### src/rtl/lrd_pkg.sv
// Package for the log record deframer: phase and status codes, the framing
// state and result types, and the byte-wide CRC-32 update function.
// Depends on nothing; every other file imports it.
`timescale 1ns / 1ps

package lrd_pkg;

  localparam logic [31:0] CRC_POLY = 32'hEDB8_8320;
  localparam logic [31:0] CRC_INIT = 32'hFFFF_FFFF;

  localparam logic [1:0] PH_LEN  = 2'd0;
  localparam logic [1:0] PH_CHK  = 2'd1;
  localparam logic [1:0] PH_PAY  = 2'd2;
  localparam logic [1:0] PH_STOP = 2'd3;

  localparam logic [2:0] ST_BUSY  = 3'd0;
  localparam logic [2:0] ST_GOOD  = 3'd1;
  localparam logic [2:0] ST_BAD   = 3'd2;
  localparam logic [2:0] ST_TORN  = 3'd3;
  localparam logic [2:0] ST_CLEAN = 3'd4;

  typedef struct packed {
    logic [1:0]  phase;
    logic [1:0]  header_count;
    logic [31:0] field_accum;
    logic [31:0] length_seen;
    logic [31:0] bytes_left;
    logic [31:0] stored_check;
    logic [31:0] running_check;
  } lrd_state_t;

  typedef struct packed {
    logic        emit;
    logic [7:0]  payload_byte;
    logic        byte_valid;
    logic        record_end;
    logic [2:0]  status;
    logic [31:0] record_length;
  } lrd_result_t;

  function automatic logic [31:0] crc_byte(input logic [31:0] crc_in,
                                           input logic [7:0] data);
    logic [31:0] c;
    c = crc_in ^ {24'd0, data};
    for (int k = 0; k < 8; k++) begin
      if (c[0]) begin
        c = (c >> 1) ^ CRC_POLY;
      end else begin
        c = c >> 1;
      end
    end
    return c;
  endfunction

endpackage

### src/rtl/lrd_step.sv
// Combinational framing step: header assembly, payload CRC update and the
// record-close decision for one accepted transfer.
// Depends on lrd_pkg.
`timescale 1ns / 1ps

module lrd_step import lrd_pkg::*; (
  input  lrd_state_t  state_i,
  input  logic [7:0]  data_byte,
  input  logic        end_of_log,
  output lrd_state_t  state_o,
  output lrd_result_t result_o
);

  logic [31:0] accum_shift;
  logic [31:0] crc_next;
  logic [31:0] left_dec;
  logic [2:0]  close_status;

  assign accum_shift = {state_i.field_accum[23:0], data_byte};
  assign crc_next    = crc_byte(state_i.running_check, data_byte);
  assign left_dec    = state_i.bytes_left - 32'd1;

  always_comb begin
    state_o      = state_i;
    result_o     = '0;
    close_status = ST_BUSY;
    if (state_i.phase != PH_STOP) begin
      if (end_of_log) begin
        result_o.emit       = 1'b1;
        result_o.record_end = 1'b1;
        if (state_i.phase == PH_LEN && state_i.header_count == 2'd0) begin
          result_o.status = ST_CLEAN;
        end else begin
          result_o.status = ST_TORN;
          if (state_i.phase != PH_LEN) begin
            result_o.record_length = state_i.length_seen;
          end
        end
        state_o.phase = PH_STOP;
      end else if (state_i.phase == PH_LEN || state_i.phase == PH_CHK) begin
        state_o.field_accum  = accum_shift;
        state_o.header_count = state_i.header_count + 2'd1;
        if (state_i.header_count == 2'd3) begin
          state_o.field_accum = '0;
          if (state_i.phase == PH_LEN) begin
            state_o.length_seen = accum_shift;
            state_o.phase       = PH_CHK;
          end else begin
            state_o.stored_check  = accum_shift;
            state_o.running_check = CRC_INIT;
            state_o.bytes_left    = state_i.length_seen;
            if (state_i.length_seen != 32'd0) begin
              state_o.phase = PH_PAY;
            end else begin
              close_status        = (accum_shift == 32'd0) ? ST_GOOD : ST_BAD;
              result_o.emit       = 1'b1;
              result_o.record_end = 1'b1;
              result_o.status     = close_status;
              state_o.phase       = (close_status == ST_GOOD) ? PH_LEN : PH_STOP;
            end
          end
        end
      end else begin
        state_o.running_check = crc_next;
        state_o.bytes_left    = left_dec;
        result_o.emit         = 1'b1;
        result_o.payload_byte = data_byte;
        result_o.byte_valid   = 1'b1;
        if (left_dec == 32'd0) begin
          close_status = ((crc_next ^ CRC_INIT) == state_i.stored_check) ?
                         ST_GOOD : ST_BAD;
          result_o.record_end    = 1'b1;
          result_o.status        = close_status;
          result_o.record_length = state_i.length_seen;
          state_o.running_check  = CRC_INIT;
          state_o.phase          = (close_status == ST_GOOD) ? PH_LEN : PH_STOP;
        end
      end
    end
  end

endmodule

### src/rtl/log_record_deframer_crc_check_core.sv
// Top level of the log record deframer with CRC-32 check: framing state
// registers, the output register and the handshake control.
// Depends on lrd_pkg and lrd_step.
`timescale 1ns / 1ps

// Channel  Handshake              Payload
// in_      in_valid / in_ready    in_data_byte, in_end_of_log
// out_     out_valid / out_ready  out_payload_byte, out_byte_valid, out_record_end,
//                                 out_status, out_record_length
//
// Each input transfer is processed in the cycle it is accepted; its result, if
// any, appears in the output register on the next cycle, so one byte per cycle while the output is not stalled.
// The single-byte CRC update and the 32-bit counter compare set the cycle time.
// Reset returns the framer to the start of a length field with the CRC at all ones.
// While a result waits and out_ready is low, in_ready is held low.

module log_record_deframer_crc_check_core import lrd_pkg::*; (
  input  logic        clk,
  input  logic        rst_n,
  input  logic        in_valid,
  output logic        in_ready,
  input  logic [7:0]  in_data_byte,
  input  logic        in_end_of_log,
  output logic        out_valid,
  input  logic        out_ready,
  output logic [7:0]  out_payload_byte,
  output logic        out_byte_valid,
  output logic        out_record_end,
  output logic [2:0]  out_status,
  output logic [31:0] out_record_length
);

  lrd_state_t  state_r;
  lrd_state_t  state_nxt;
  lrd_result_t result_nxt;
  lrd_result_t result_r;
  logic        out_valid_r;
  logic        in_xfer;

  assign in_ready = !out_valid_r || out_ready;
  assign in_xfer  = in_valid && in_ready;

  lrd_step u_step (
    .state_i    (state_r),
    .data_byte  (in_data_byte),
    .end_of_log (in_end_of_log),
    .state_o    (state_nxt),
    .result_o   (result_nxt)
  );

  always_ff @(posedge clk) begin
    if (!rst_n) begin
      state_r.phase         <= PH_LEN;
      state_r.header_count  <= '0;
      state_r.field_accum   <= '0;
      state_r.length_seen   <= '0;
      state_r.bytes_left    <= '0;
      state_r.stored_check  <= '0;
      state_r.running_check <= CRC_INIT;
      out_valid_r           <= 1'b0;
    end else begin
      if (in_xfer) begin
        state_r <= state_nxt;
      end
      if (in_xfer) begin
        out_valid_r <= result_nxt.emit;
      end else if (out_ready) begin
        out_valid_r <= 1'b0;
      end
    end
  end

  always_ff @(posedge clk) begin
    if (in_xfer && result_nxt.emit) begin
      result_r <= result_nxt;
    end
  end

  assign out_valid         = out_valid_r;
  assign out_payload_byte  = result_r.payload_byte;
  assign out_byte_valid    = result_r.byte_valid;
  assign out_record_end    = result_r.record_end;
  assign out_status        = result_r.status;
  assign out_record_length = result_r.record_length;

endmodule

### config.mk
export PLATFORM = sky130hd
export DESIGN_NAME = log_record_deframer_crc_check_core
export DESIGN_NICKNAME = d
export VERILOG_FILES = /design/src/rtl/lrd_pkg.sv /design/src/rtl/lrd_step.sv /design/src/rtl/log_record_deframer_crc_check_core.sv
export SDC_FILE = /design/constraint.sdc
export NUM_CORES = 1
export LEC_CHECK = 0
export BUFFER_PORTS_ARGS = -buffer_cell sky130_fd_sc_hd__buf_2
export CAP_MARGIN = 25
export CORE_ASPECT_RATIO = 1.5
export CORE_MARGIN = 1.5
export CORE_UTILIZATION = 60
export CTS_CLUSTER_SIZE = 28
export DETAILED_ROUTE_END_ITERATION = 6
export PLACE_DENSITY = 0.79
export SYNTH_ARGS = -nofsm -noshare
export SYNTH_HDL_FRONTEND = slang
export SYNTH_SLANG_ARGS = --single-unit
export TNS_END_PERCENT = 50
### constraint.sdc
create_clock -name clk -period 6.35 [get_ports clk]
set_input_delay 0.3175 -clock clk [delete_from_list [all_inputs] [get_ports clk]]
set_output_delay 0.3175 -clock clk [all_outputs]
set_load 0.01 [all_outputs]
; Word level (Yosys, flattened, before mapping)
; Cells that the tools add are included.
[totals]
register_bits = 202
output_inout_bits = 47
wordCells = 102
[op_classes]
add_sub_neg = 2
eq_ne = 9
mux = 44
bitwise_logic = 13
n_reduce_logical = 21
[ops]
columns = op, n
row1 = $mux W32, 15
row2 = $mux W152, 1
row3 = $not A13 Y14, 8
row4 = $mux W96, 1
row5 = $mux W36, 2
row6 = $logic_not A32 Y1, 2
row7 = $mux W46, 1
row8 = $eq A32 B32 Y1, 1
row9 = $not A32 Y32, 1
row10 = $reduce_bool A32 Y1, 1
row11 = $sub A32 B1 Y32 const B, 1
row12 = $xor A32 B8 Y32, 1
row13 = $mux W2, 10
row14 = $mux W9, 2
row15 = $mux W4, 4
row16 = $reduce_and A6 Y1, 2
row17 = $reduce_and A4 Y1, 2
row18 = $mux W1, 7
row19 = $eq A3 B1 Y1 const B, 2
row20 = $ne A2 B2 Y1 const B, 3
row21 = $reduce_and A5 Y1, 1
row22 = $logic_not A2 Y1, 2
row23 = $reduce_bool A2 Y1, 2
row24 = $logic_and A1 B1 Y1, 3
row25 = other kinds (11), 14

; Longest topological paths before layout
; Gate-level depths: netlist of the first run.
[logic_depth]
ltp_word = 25
ltp_mapped = 12

; Modules after synthesis
; A second synthesis of the first run with hierarchy kept.
[hier_totals]
cells_unflattened = 1570
hier_area_um2 = 13272.7
[by_module_without_submodules]
columns = module, n_inst, cells_each, area_per_inst_um2, seq_area_each_um2
row1 = log_record_deframer_crc_check_core, 1, 767, 8040.2, 4654.5
row2 = lrd_step, 1, 803, 5232.5, 0.0

; Worst setup path before layout of the first run
; Ideal clock, no wire load.
[synth_path]
path_type = register to register
startpoint = reg state_r[64] (netlist bit)
endpoint = reg result_r, in the netlist out_record_length[10] (data pin)
setup_time_ps = 131
arrival_ps = 2813
required_time_ps = 6219
setup_slack_ps = 3406
path_stages_with_launch = 13
n_path_buf = 2
period_less_slack_ps = 2944
path_cell_list = dfxtp_1 inv_1 ha_1 or4b_1 buf_2 nor4_1 xnor2_1 o2111ai_1 nor4b_2 a21oi_1 o31ai_4 buf_6 and2_1
[synth_between]
elab_chain_len = 5
[synth_rtl]
columns = item, line_no
row1 = from (decl), log_record_deframer_crc_check_core.sv:33  ; lrd_state_t state_r;
row2 = from (signal assigned), log_record_deframer_crc_check_core.sv:63  ; state_r <= state_nxt;
row3 = $sub A32 B1 Y32, lrd_step.sv:21  ; assign left_dec = state_i.bytes_left - 32'd1;
row4 = $logic_not A32 Y1, lrd_step.sv:69  ; if (left_dec == 32'd0) begin
row5 = $mux W36, lrd_step.sv:69
row6 = $mux W32, lrd_step.sv:40  ; end else if (state_i.phase == PH_LEN || state_i.phase == PH_CHK) begin
row7 = $mux W36, lrd_step.sv:28  ; if (end_of_log) begin
row8 = to (signal assigned), log_record_deframer_crc_check_core.sv:75  ; result_r <= result_nxt;
row9 = to (decl), log_record_deframer_crc_check_core.sv:36  ; lrd_result_t result_r;
; No other way between the ends.
; A chain may end at the register's enable or synchronous reset.

; Final worst setup path of the first run
; Same ends and word-level chain as after synthesis.

==> qor.yml, run 1 <==
path_buf_inv: 1
multiInputGateArea_um2: 5740
fin_cells: 1436
overflow: 0
num_vias: 8933
syn_area_per_cell_um2: 8.83
cts_buffers: 21
drt_iter0_drc: 686
cts_resized: 0
route.top_layer_used: "met4"
worstHoldStart: "in_data_byte[7]"
crit_required_ps: 6710
r2r_end: "out_record_length[10]"
min_path_type: "in -> reg"
mappedNetlistArea_um2: 10600
cp_cell_sequence: "inv_1 > ha_1 > or4b_1 > nor4_1 > xnor2_1 > o2111ai_1 > nor4b_2 > a21oi_1 > o31ai_4 > and2_1"
layout.nets: 1225
syn-num-nets: 1222
fin_ws_ps: 2210
final_max_slew_viol_count: 0
critPathSlowestCell: "nor4_1"
drc: 0
die_w_um: 112
fmax_ghz: 0.242
ys_types: 72
cellLeakagePower_nw: 4.34
final_hold_viol_count: 0
fp.coreArea_um2: 17300
hold_slack_ps: 176
post_cts_buffers: 0
start_kind: "flop"
clock_skew_ps: 13.7
cts_htree_levels: 1
antenna_found_initial: 0
finalCriticalPeriod_ps: 4140
yosysWarnings: 0
yosysSeqAreaShare_pct: 42.3
synthCells: 1205
finalCritPeriodShare_pct: 65.1
grt_max_degree: 78
diodes: 0
path_max_fanout: 32
tightest_slew_ps: 1000
cts.sinks: 202
die_area_um2: 18500
critPathCaptureType: "flop"
start_util_pct: 61.3
clk_latency_ps: 510
ir_worst_vdd_uv: 243
grt_pass1_wl_mm: 46.1
p_per_area_nw_per_um2: 270
finalWeightedCongestion: 1.01
critPathKind: "reg -> reg"
vias_per_cell: 6.22
status: "finished, final reports clean"
async_flop_share_pct: 0
rsz0062_at_grt: "no"
hold_end: "state_r[39]"
total_power_mw: 3.14
drt-total-wl_mm: 29.8
crit_arrival_ps: 4500
grt_pass1_vias: 8336
max_cap_violations: 0
holdPathStages: 3
area_growth_pct: 9.33
ant_nets: 0
cts_root_buf: "clkbuf_16"
reg2reg_depth: 10
wl_per_cell_um: 20.7
drt-met1-wl_mm: 10.9
num_rows: 59
r2r-start: "state_r[64]"
ys_seq_elements: 202
wl_met2_mm: 15.0
slew_headroom_pct: 33.3
setup_tns_ps: 0
ff2ff_setup_slack_ps: 2210
slowest_delay_ps: 750
setup_viol: 0
fillCellCount: 1381
die_h_um: 166
wl_met3_mm: 1.76
track_usage_pct: 31.6
cts_tree: "built"
postCtsHoldBufs: 0
post-place-ws_ps: 2350
pin_count: 60
path_clk_slew_ps: 60
dp_hpwl_mm: 20.8
final_layout_size_suffix_gt1_share_pct: 11.3
port_buffers: 59
final-seq-area_um2: 4500
ys.flop_type: "dfxtp_1"
worst_path_dominant_cell_family: "simple AND/OR/NAND/NOR gates"
synth_edf_count: 45
clockBufferDepth: 3
drt-pass1-iter-count: 5
dp.cells: 1398
how the worst max path moves through the flow:
stage / from / end / slack (ps) / cells past startpoint
4_1_cts: state_r[64] / out_record_length[10] / 2320 / 10
3_5_place_dp: state_r[64] / out_record_length[10] / 2350 / 10
2_1_floorplan: state_r[64] / out_record_length[10] / 3410 / 12
3_3_place_gp: state_r[64] / state_r[22] / 2310 / 10
5_1_grt: state_r[64] / out_record_length[10] / 1900 / 10
6_report: state_r[64] / out_record_length[10] / 2210 / 10
stage by stage:
stage	utilization, %	area (um^2)
after floorplan	-	10600
after global placement	63.0	10900
after detailed placement	63.1	10900
after CTS	67.0	11600
after global routing	67.0	11600
final	67.0	11600
cells in the mapped netlist, drive strengths merged (4+ instances only):
library cell	count	area, um^2
and2	39	244
a211oi	8	65.1
xnor3	15	338
nand3	23	115
edfxtp	45	1350
or2	5	31.3
xnor2	77	806
nor2	103	387
a21o	5	37.5
a21oi	124	621
nand2	177	664
a31oi	18	113
nor3b	27	203
or3	9	56.3
nand4	13	81.3
xor2	31	298
buf	12	85.1
o22ai	7	43.8
xor3	4	95.1
and3	15	93.8
nor3	35	175
mux2i	7	70.1
inv	12	45.0
o21a	5	37.5
a221oi	15	131
clkbuf	79	298
nand2b	4	25.0
nor4	35	240
or4	4	30.0
o21ai	42	210
o31ai	6	58.8
ha	4	50.1
dfxtp	157	3140
final cells by class:
cell class                      instances  share of cell area [%]
Clock inverter                          9                   0.667
Multi-Input combinational cell        899                    49.3
Timing Repair Buffer                   71                    3.38
Clock buffer                           29                    5.23
Sequential cell                       202                    38.7
Inverter                               13                   0.430
Tap cell                              213                    2.29
registers in the layout, indices dropped and copies added (netlist names):
signal,cells
out_status,3
out_valid,1
out_byte_valid,1
state_r,156
out_payload_byte,8
out_record_length,32
out_record_end,1
tightest hold or removal path: stages:
cell and delay (ps):
buf_2 170, nand2_1 80, a21oi_1 60
power by group:
group,total [mW],internal (mW),switching (mW)
clock network,1.23,0.714,0.516
logic,0.537,0.216,0.321
registers,1.37,1.34,0.0278
total,3.14,2.27,0.864
layer usage:
layer  up-vias  GRT usage, %
met3       114          4.01
met4         0          21.0
met2       362          54.4
met1      4213          36.4
li1       4244             -
met5         -             0
cell families (layout without fill, tap and decap cells):
| logic type | count (synthesis) | count (layout) | synth area share (%) |
|---|---|---|---|
| AOI/OAI and AO/OA | 253 | 253 | 14.4 |
| muxes | 9 | 9 | 0.871 |
| adders and majority gates | 4 | 4 | 0.471 |
| DFF | 202 | 202 | 42.3 |
| xor gates and xnor gates | 127 | 127 | 14.4 |
| buffers and inverters | 104 | 122 | 4.06 |
| and+or+nand+nor | 506 | 506 | 23.5 |
cells in the final DEF (no fill, tap or decap), drive strengths merged, types with 6 or more instances in the layout:
cell,synthesis,layout
nand4,13,13
xnor2,77,77
xnor3,15,15
clkinv,1,6
edfxtp,45,45
clkbuf,79,29
o31ai,6,6
o21ai,42,42
nor3b,27,27
inv,12,12
nor3,35,35
a221oi,15,15
nor4,35,35
xor2,31,31
nand2,177,177
buf,12,71
a31oi,18,18
o22ai,7,7
or3,9,9
nor2,103,103
and2,39,39
a21oi,124,124
mux2i,7,7
a211oi,8,8
nand3,23,23
dfxtp,157,157
and3,15,15
Power figures use the tool's default switching activity.
==> inputs of run 2 (changes only) <==
Settings changed: ABC_AREA from default to 1, PLACE_DENSITY 0.79 to 0.78.
Clock period 6.35 ns to 3.9 ns, I/O delays scaled along.
==> run 2 against run 1 <==
  * Worst setup slack lost 1400 ps
  * Final cell count grew 38%
  * Flip-flop and latch count is the same
  * Area after synthesis grew 6.2%
  * Die area grew 6.1%
  * Routed wire length grew 26%
  * Highest routed layer unchanged
==> qor.yml, run 2 <==
status: "finished, final reports clean"
synth_common_cells: "nand2_1, a21oi_1, dfxtp_1, inv_1, nand3_1"
synthCells: 1692  # +40%
area_growth_pct: 10.0
max_cap_violations: 0  # unchanged
start_util_pct: 61.2  # -0.13 points
async_flop_share_pct: 0  # unchanged
num_vias: 11800  # +32%
cellLeakagePower_nw: 5.73  # +32%
die_h_um: 171  # +3.0%
p_per_area_nw_per_um2: 434  # +61%
cts_htree_levels: 1  # unchanged
drc: 0  # unchanged
finalWeightedCongestion: 1.01  # about the same
yosysSeqAreaShare_pct: 39.8  # -2.5 points
num_rows: 61  # +3.4%
wl_per_cell_um: 18.9  # -8.8%
port_buffers: 59  # unchanged
overflow: 0  # unchanged
r2r_end: "state_r[26]"
synthSimpleGateAreaFrac_pct: 33.2  # +9.7 points
path_max_fanout: 13  # -59%
final_max_slew_viol_count: 0  # unchanged
cts_buffers: 20  # -4.8%
final_layout_size_suffix_gt1_share_pct: 10.6  # -0.67 points
slew_headroom_pct: 31.8  # -1.6 points
rsz0062_at_grt: "no"
synth_mux_area_share_pct: 0  # -0.87 points
synth_xor_area_share_pct: 0.465  # -14 points
tightest_slew_ps: 1020  # +21.4 ps
regMostFlops: "state_r"
cts_root_buf: "clkbuf_16"
dp_hpwl_mm: 27.4  # +32%
finalCritPeriodShare_pct: 78.5  # +13 points
ir_worst_vdd_uv: 382  # +57%
ys_seq_elements: 202  # unchanged
grt_pass1_vias: 10800  # +29%
track_usage_pct: 38.3  # +6.7 points
antenna_found_initial: 0  # unchanged
grt-busiest-layer: "met2"
synth_area_leaders: "dfxtp_1, nand2_1, edfxtp_1"
setup_viol: 0  # unchanged
postCtsHoldBufs: 0  # unchanged
critPathCaptureType: "flop"
yosys.area.top_type: "dfxtp_1"
reg2reg_depth: 17  # +7
die_w_um: 115  # +3.0%
start_kind: "flop"
post_cts_buffers: 0  # unchanged
drt_iter0_drc: 1036  # +51%
min_path_type: "in -> reg"
crit_path_end: "state_r[26]"
yosysWarnings: 0  # unchanged
ys.flop_type: "dfxtp_1"
synth_top_family_by_area: "simple AND/OR/NAND/NOR gates"
path_clk_slew_ps: 60  # about the same
cts.sinks: 202  # unchanged
pin_count: 60  # unchanged
final_design_area_no_fill_um2: 12400  # +6.9%
worstHoldStart: "out_ready"
syn-num-nets: 1709  # +40%
cts_tree: "built"
dpl_cell_area_um2: 11800  # +8.1%
synth_edf_count: 45  # unchanged
synth_top_area_share_pct: 27.8  # -1.7 points
crit_required_ps: 4320  # -2390 ps
ys_types: 43  # -40%
fin_ws_ps: 839  # -1370 ps
setup_tns_ps: 0  # unchanged
largest_reg_flops: 156  # unchanged
use_met3_pct: 4.04  # +0.024 points
grtUsageMet1_pct: 42.7  # +6.3 points
cts_resized: 0  # unchanged
clk_latency_ps: 510  # about the same
ant_nets: 0  # unchanged
fp.coreArea_um2: 18500  # +6.5%
crit_arrival_ps: 3480  # -1020 ps
die_area_um2: 19700  # +6.1%
final_common_cell: "nand2_1"
post-place-ws_ps: 947  # -1400 ps
ff2ff_setup_slack_ps: 840  # -1370 ps
drt-pass1-iter-count: 5  # unchanged
synth_compound_area_share_pct: 17.9  # +3.5 points
vias_per_cell: 5.93  # -4.7%
synth_fa_ha_area_share_pct: 0.443  # -0.028 points
grt_util_met2_pct: 67.8  # +13 points
grt_pass1_wl_mm: 57.7  # +25%
drt-total-wl_mm: 37.5  # +26%
cp-startpoint: "state_r[64]"
r2r-start: "state_r[64]"
yosysMostFrequentCell: "nand2_1"
critPathKind: "reg -> reg"
finalCriticalPeriod_ps: 3060  # -1080 ps
layout_common_cells: "nand2_1, a21oi_1, dfxtp_1"
final_hold_viol_count: 0  # unchanged
clock_skew_ps: 28.4  # +14.7 ps
layout.nets: 1738  # +42%
syn_area_per_cell_um2: 6.68  # -24%
clockBufferDepth: 3  # unchanged
diodes: 0  # unchanged
grt_max_degree: 67  # -14%
mappedNetlistArea_um2: 11300  # +6.2%
fmax_ghz: 0.327  # +35%
==> run 2: stage by stage <==
step	utilization [%]	hold WS, ps	power (mW)	instances
detailed placement	64.0	486	3.59	1951
global route	67.3	44.5	5.63	1986
CTS	67.3	24.2	5.38	1986
finish	67.3	26.7	5.39	1986
floorplan	-	363	3.21	1692
global placement	63.9	462	3.57	1950
==> run 2: cells by family (layout without fill, tap and decap cells) <==
kind of cell | count (synthesis) | in the layout
buffers and inverters | 239 | 281
flip-flops | 202 | 202
AO/OA/AOI/OAI | 367 | 367
XOR/XNOR | 6 | 6
AND/OR/NAND/NOR | 874 | 874
adder cells (fa/ha/maj) | 4 | 4
==> run 2: report_power, final <==
part           internal (mW)  leakage, nW  total, mW  switching (mW)
clock                  0.986        0.298       1.82           0.830
combinational          0.381         3.72       1.30           0.921
sequential              2.22         1.71       2.27          0.0542
total                   3.59         5.73       5.39            1.81
==> run 2: layout make-up <==
cell class	instances	area [um^2]
multi-input combinational	1251	5890
sequential	202	4500
timing repair buffer	85	523
fill	1707	6040
clock inverter	11	65.1
inverter	161	606
clock buffer	24	537
tap	252	315
==> run 2: critical path: stages, from the launching register on <==
cell and delay [ps]:
dfxtp_1 320, inv_1 170, ha_1 240, inv_1 100
nor2_1 90, nand3_1 90, nor2_1 290, nand3_1 110
nand2_1 70, nand2_1 80, nor2_1 110, nand2_1 60
nor2_1 140, nand3_2 380, buf_4 350, nand3_1 130
a21oi_1 90, o21ai_1 140
==> run 2: worst min path at each step <==
stage	to	depth (start not counted)	slack [ps]
2_1_floorplan	state_r[35]	2	360
3_3_place_gp	state_r[161]	2	460
3_5_place_dp	state_r[95]	2	490
4_1_cts	out_valid	4	20
5_1_grt	out_valid	4	40
6_report	out_valid	4	30
==> run 2: layer usage <==
metal	vias up	part of all wire [%]
met5	-	0
met4	0	7.8
met3	155	7.0
met2	575	50
met1	5391	36
li1	5655	-
==> inputs of run 3 (changes only) <==
Settings changed: CORE_UTILIZATION 60 to 56, PLACE_DENSITY 0.78 to 0.77.
Clock period 3.9 ns to 2.7 ns, I/O delays scaled along.
==> run 3 against run 2 <==
  * Register-to-register slack got worse by 790 ps
  * Clock skew decreased by 17 ps
  * Total power increased by 60%
  * Largest power group unchanged
  * Critical path type unchanged
  * Clock power increased by 73%
==> qor.yml, run 3 (synthesis results as in run 2) <==
final_design_area_no_fill_um2: 13600  # +9.1%
cts_htree_levels: 1  # unchanged
start_kind: "flop"
drc: 0  # unchanged
num_vias: 12200  # +3.2%
p_per_area_nw_per_um2: 635  # +46%
cts_root_buf: "clkbuf_16"
drt-total-wl_mm: 39.8  # +6.1%
power_frac_clock_pct: 36.6  # +2.9 points
post-place-ws_ps: -103  # -1050 ps
layout.nets: 1834  # +5.5%
power_frac_seq_pct: 38.1  # -4.0 points
final_layout_size_suffix_gt1_share_pct: 17.7  # +7.1 points
drt_iter0_drc: 980  # -5.4%
layout_common_cells: "nand2_1, a21oi_1, dfxtp_1"
start_util_pct: 57.1  # -4.1 points
fin_ws_ps: 51.7  # -787 ps
ff2ff_setup_slack_ps: 50  # -790 ps
cts.sinks: 202  # unchanged
clk_latency_ps: 510  # about the same
finalCriticalPeriod_ps: 2650  # -413 ps
cpMostUsedCell: "nand2_2"
drt-pass1-iter-count: 7  # +2
ant_nets: 0  # unchanged
crit_arrival_ps: 3020  # -460 ps
p_comb_share_pct: 25.3  # +1.1 points
die_area_um2: 21100  # +7.0%
tightest_slew_ps: 813  # -208 ps
critPathSlowestCell: "dfxtp_1"
swShare_pct: 31.8  # -1.7 points
reg2reg_depth: 16  # -1
largest_reg_flops: 156  # unchanged
fmax_ghz: 0.378  # +16%
final_common_cell: "nand2_1"
pin_count: 60  # unchanged
slew_headroom_pct: 45.8  # +14 points
hold_end: "state_r[134]"
port_buffers: 59  # unchanged
rsz0062_at_grt: "yes"
overflow: 0  # unchanged
final_max_slew_viol_count: 0  # unchanged
finalWeightedCongestion: 1.01  # -0.32%
clockBufferDepth: 3  # unchanged
min_path_type: "in -> reg"
antenna_found_initial: 0  # unchanged
dpl_cell_area_um2: 12500  # +5.8%
grt_pass1_wl_mm: 61.1  # +5.8%
grt_pass1_vias: 11700  # +8.3%
setup_tns_ps: 0  # unchanged
cellLeakagePower_nw: 6.33  # +10%
path_max_fanout: 19  # +6
crit_required_ps: 3070  # -1250 ps
die_w_um: 119  # +3.4%
critPathKind: "reg -> reg"
finalCritPeriodShare_pct: 98.1  # +20 points
die_h_um: 177  # +3.4%
diodes: 0  # unchanged
switchingPower_mw: 2.74  # +52%
regMostFlops: "state_r"
setup_viol: 0  # unchanged
area_growth_pct: 20.0
cts_buffers: 21  # +5.0%
ir_worst_vdd_uv: 542  # +42%
wl_per_cell_um: 19.0  # +0.76%
status: "finished, final reports clean"
r2r_end: "out_record_length[18]"
fp.coreArea_um2: 19800  # +7.1%
critPathCaptureType: "flop"
path_clk_slew_ps: 60  # about the same
clock_skew_ps: 11.4  # -17.0 ps
dp_hpwl_mm: 29.7  # +8.1%
r2r-start: "state_r[65]"
holdPathStages: 3  # -1
track_usage_pct: 37.5  # -0.77 points
cp_cell_sequence: "inv_2 > ha_4 > nand2_2 > nor2_4 > nand2_2 > nand2_1 > nand2_1 > nand3b_1 > nor2_2 > nand2_2 > nor3_4 > nand2_2 > nor2_4 > nor2_4 > buf_12 > nor2_2"
num_rows: 63  # +3.3%
vias_per_cell: 5.81  # -2.0%
final_hold_viol_count: 0  # unchanged
worstHoldStart: "in_data_byte[6]"
grt_max_degree: 76  # +13%
cts_tree: "built"
p_int_mw: 5.88  # +64%
slowest_delay_ps: 330  # -50 ps
max_cap_violations: 0  # unchanged
-- run 3: how the worst max path moves through the flow --
stage	from	to	slack, ps	cells past startpoint
CTS	state_r[64]	state_r[163]	3	19
floorplan	state_r[124]	out_byte_valid	30	6
global placement	state_r[120]	out_record_length[25]	-90	7
detailed placement	state_r[64]	out_record_length[14]	-100	16
global route	state_r[0]	out_status[0]	-60	18
finish	state_r[65]	out_record_length[18]	50	16
-- run 3: power groups by stage --
stage               registers [mW]  clock network [mW]  logic [mW]
finish                        3.29                3.15        2.18
floorplan                     3.35                   0        1.29
global route                  3.29                3.29        2.39
detailed placement            3.35                   0        2.04
global placement              3.34                   0        2.01
CTS                           3.28                3.17        2.08
-- run 3: what timing repair did --
action,CTS,global route
hold buffers,6,0
hold endpoints to repair,10,0
endpoints found under the setup margin,77,63
pin swaps,1,12
resized for setup,5,55
setup buffers,3,7
-- run 3: critical path, delay by kind of cell, from the launching register on --
kind | cells | cell delay (ps)
adder cells (fa/ha/maj) | 1 | 150
AND/OR/NAND/NOR | 13 | 1750
flip-flops | 1 | 330
buffers and inverters | 2 | 260
-- run 3: final cells by class --
type | instances | area [um^2]
clock buffer | 28 | 593
clock inverter | 9 | 153
fill | 1797 | 6220
inverter | 161 | 608
multi-input combinational | 1251 | 6040
sequential | 202 | 4500
tap | 260 | 325
timing repair buffer | 180 | 1340
-- run 3: per-layer routing --
metal	share of wire, %	up-vias	global-route usage [%]
met2	50	491	68.7
li1	-	5842	-
met3	5.2	186	4.03
met4	9.5	0	29.8
met1	35	5637	38.8
met5	0	-	0
-- run 3: per-stage QoR --
step | power, mW | hold slack [ps] | instances | utilization [%]
after floorplan | 4.64 | 303 | 1692 | -
after global placement | 5.35 | 454 | 2038 | 63.2
after detailed placement | 5.38 | 464 | 2038 | 63.2
after CTS | 8.53 | 0.614 | 2084 | 67.5
after global routing | 8.98 | 18.8 | 2091 | 68.5
final | 8.62 | 3.56 | 2091 | 68.5
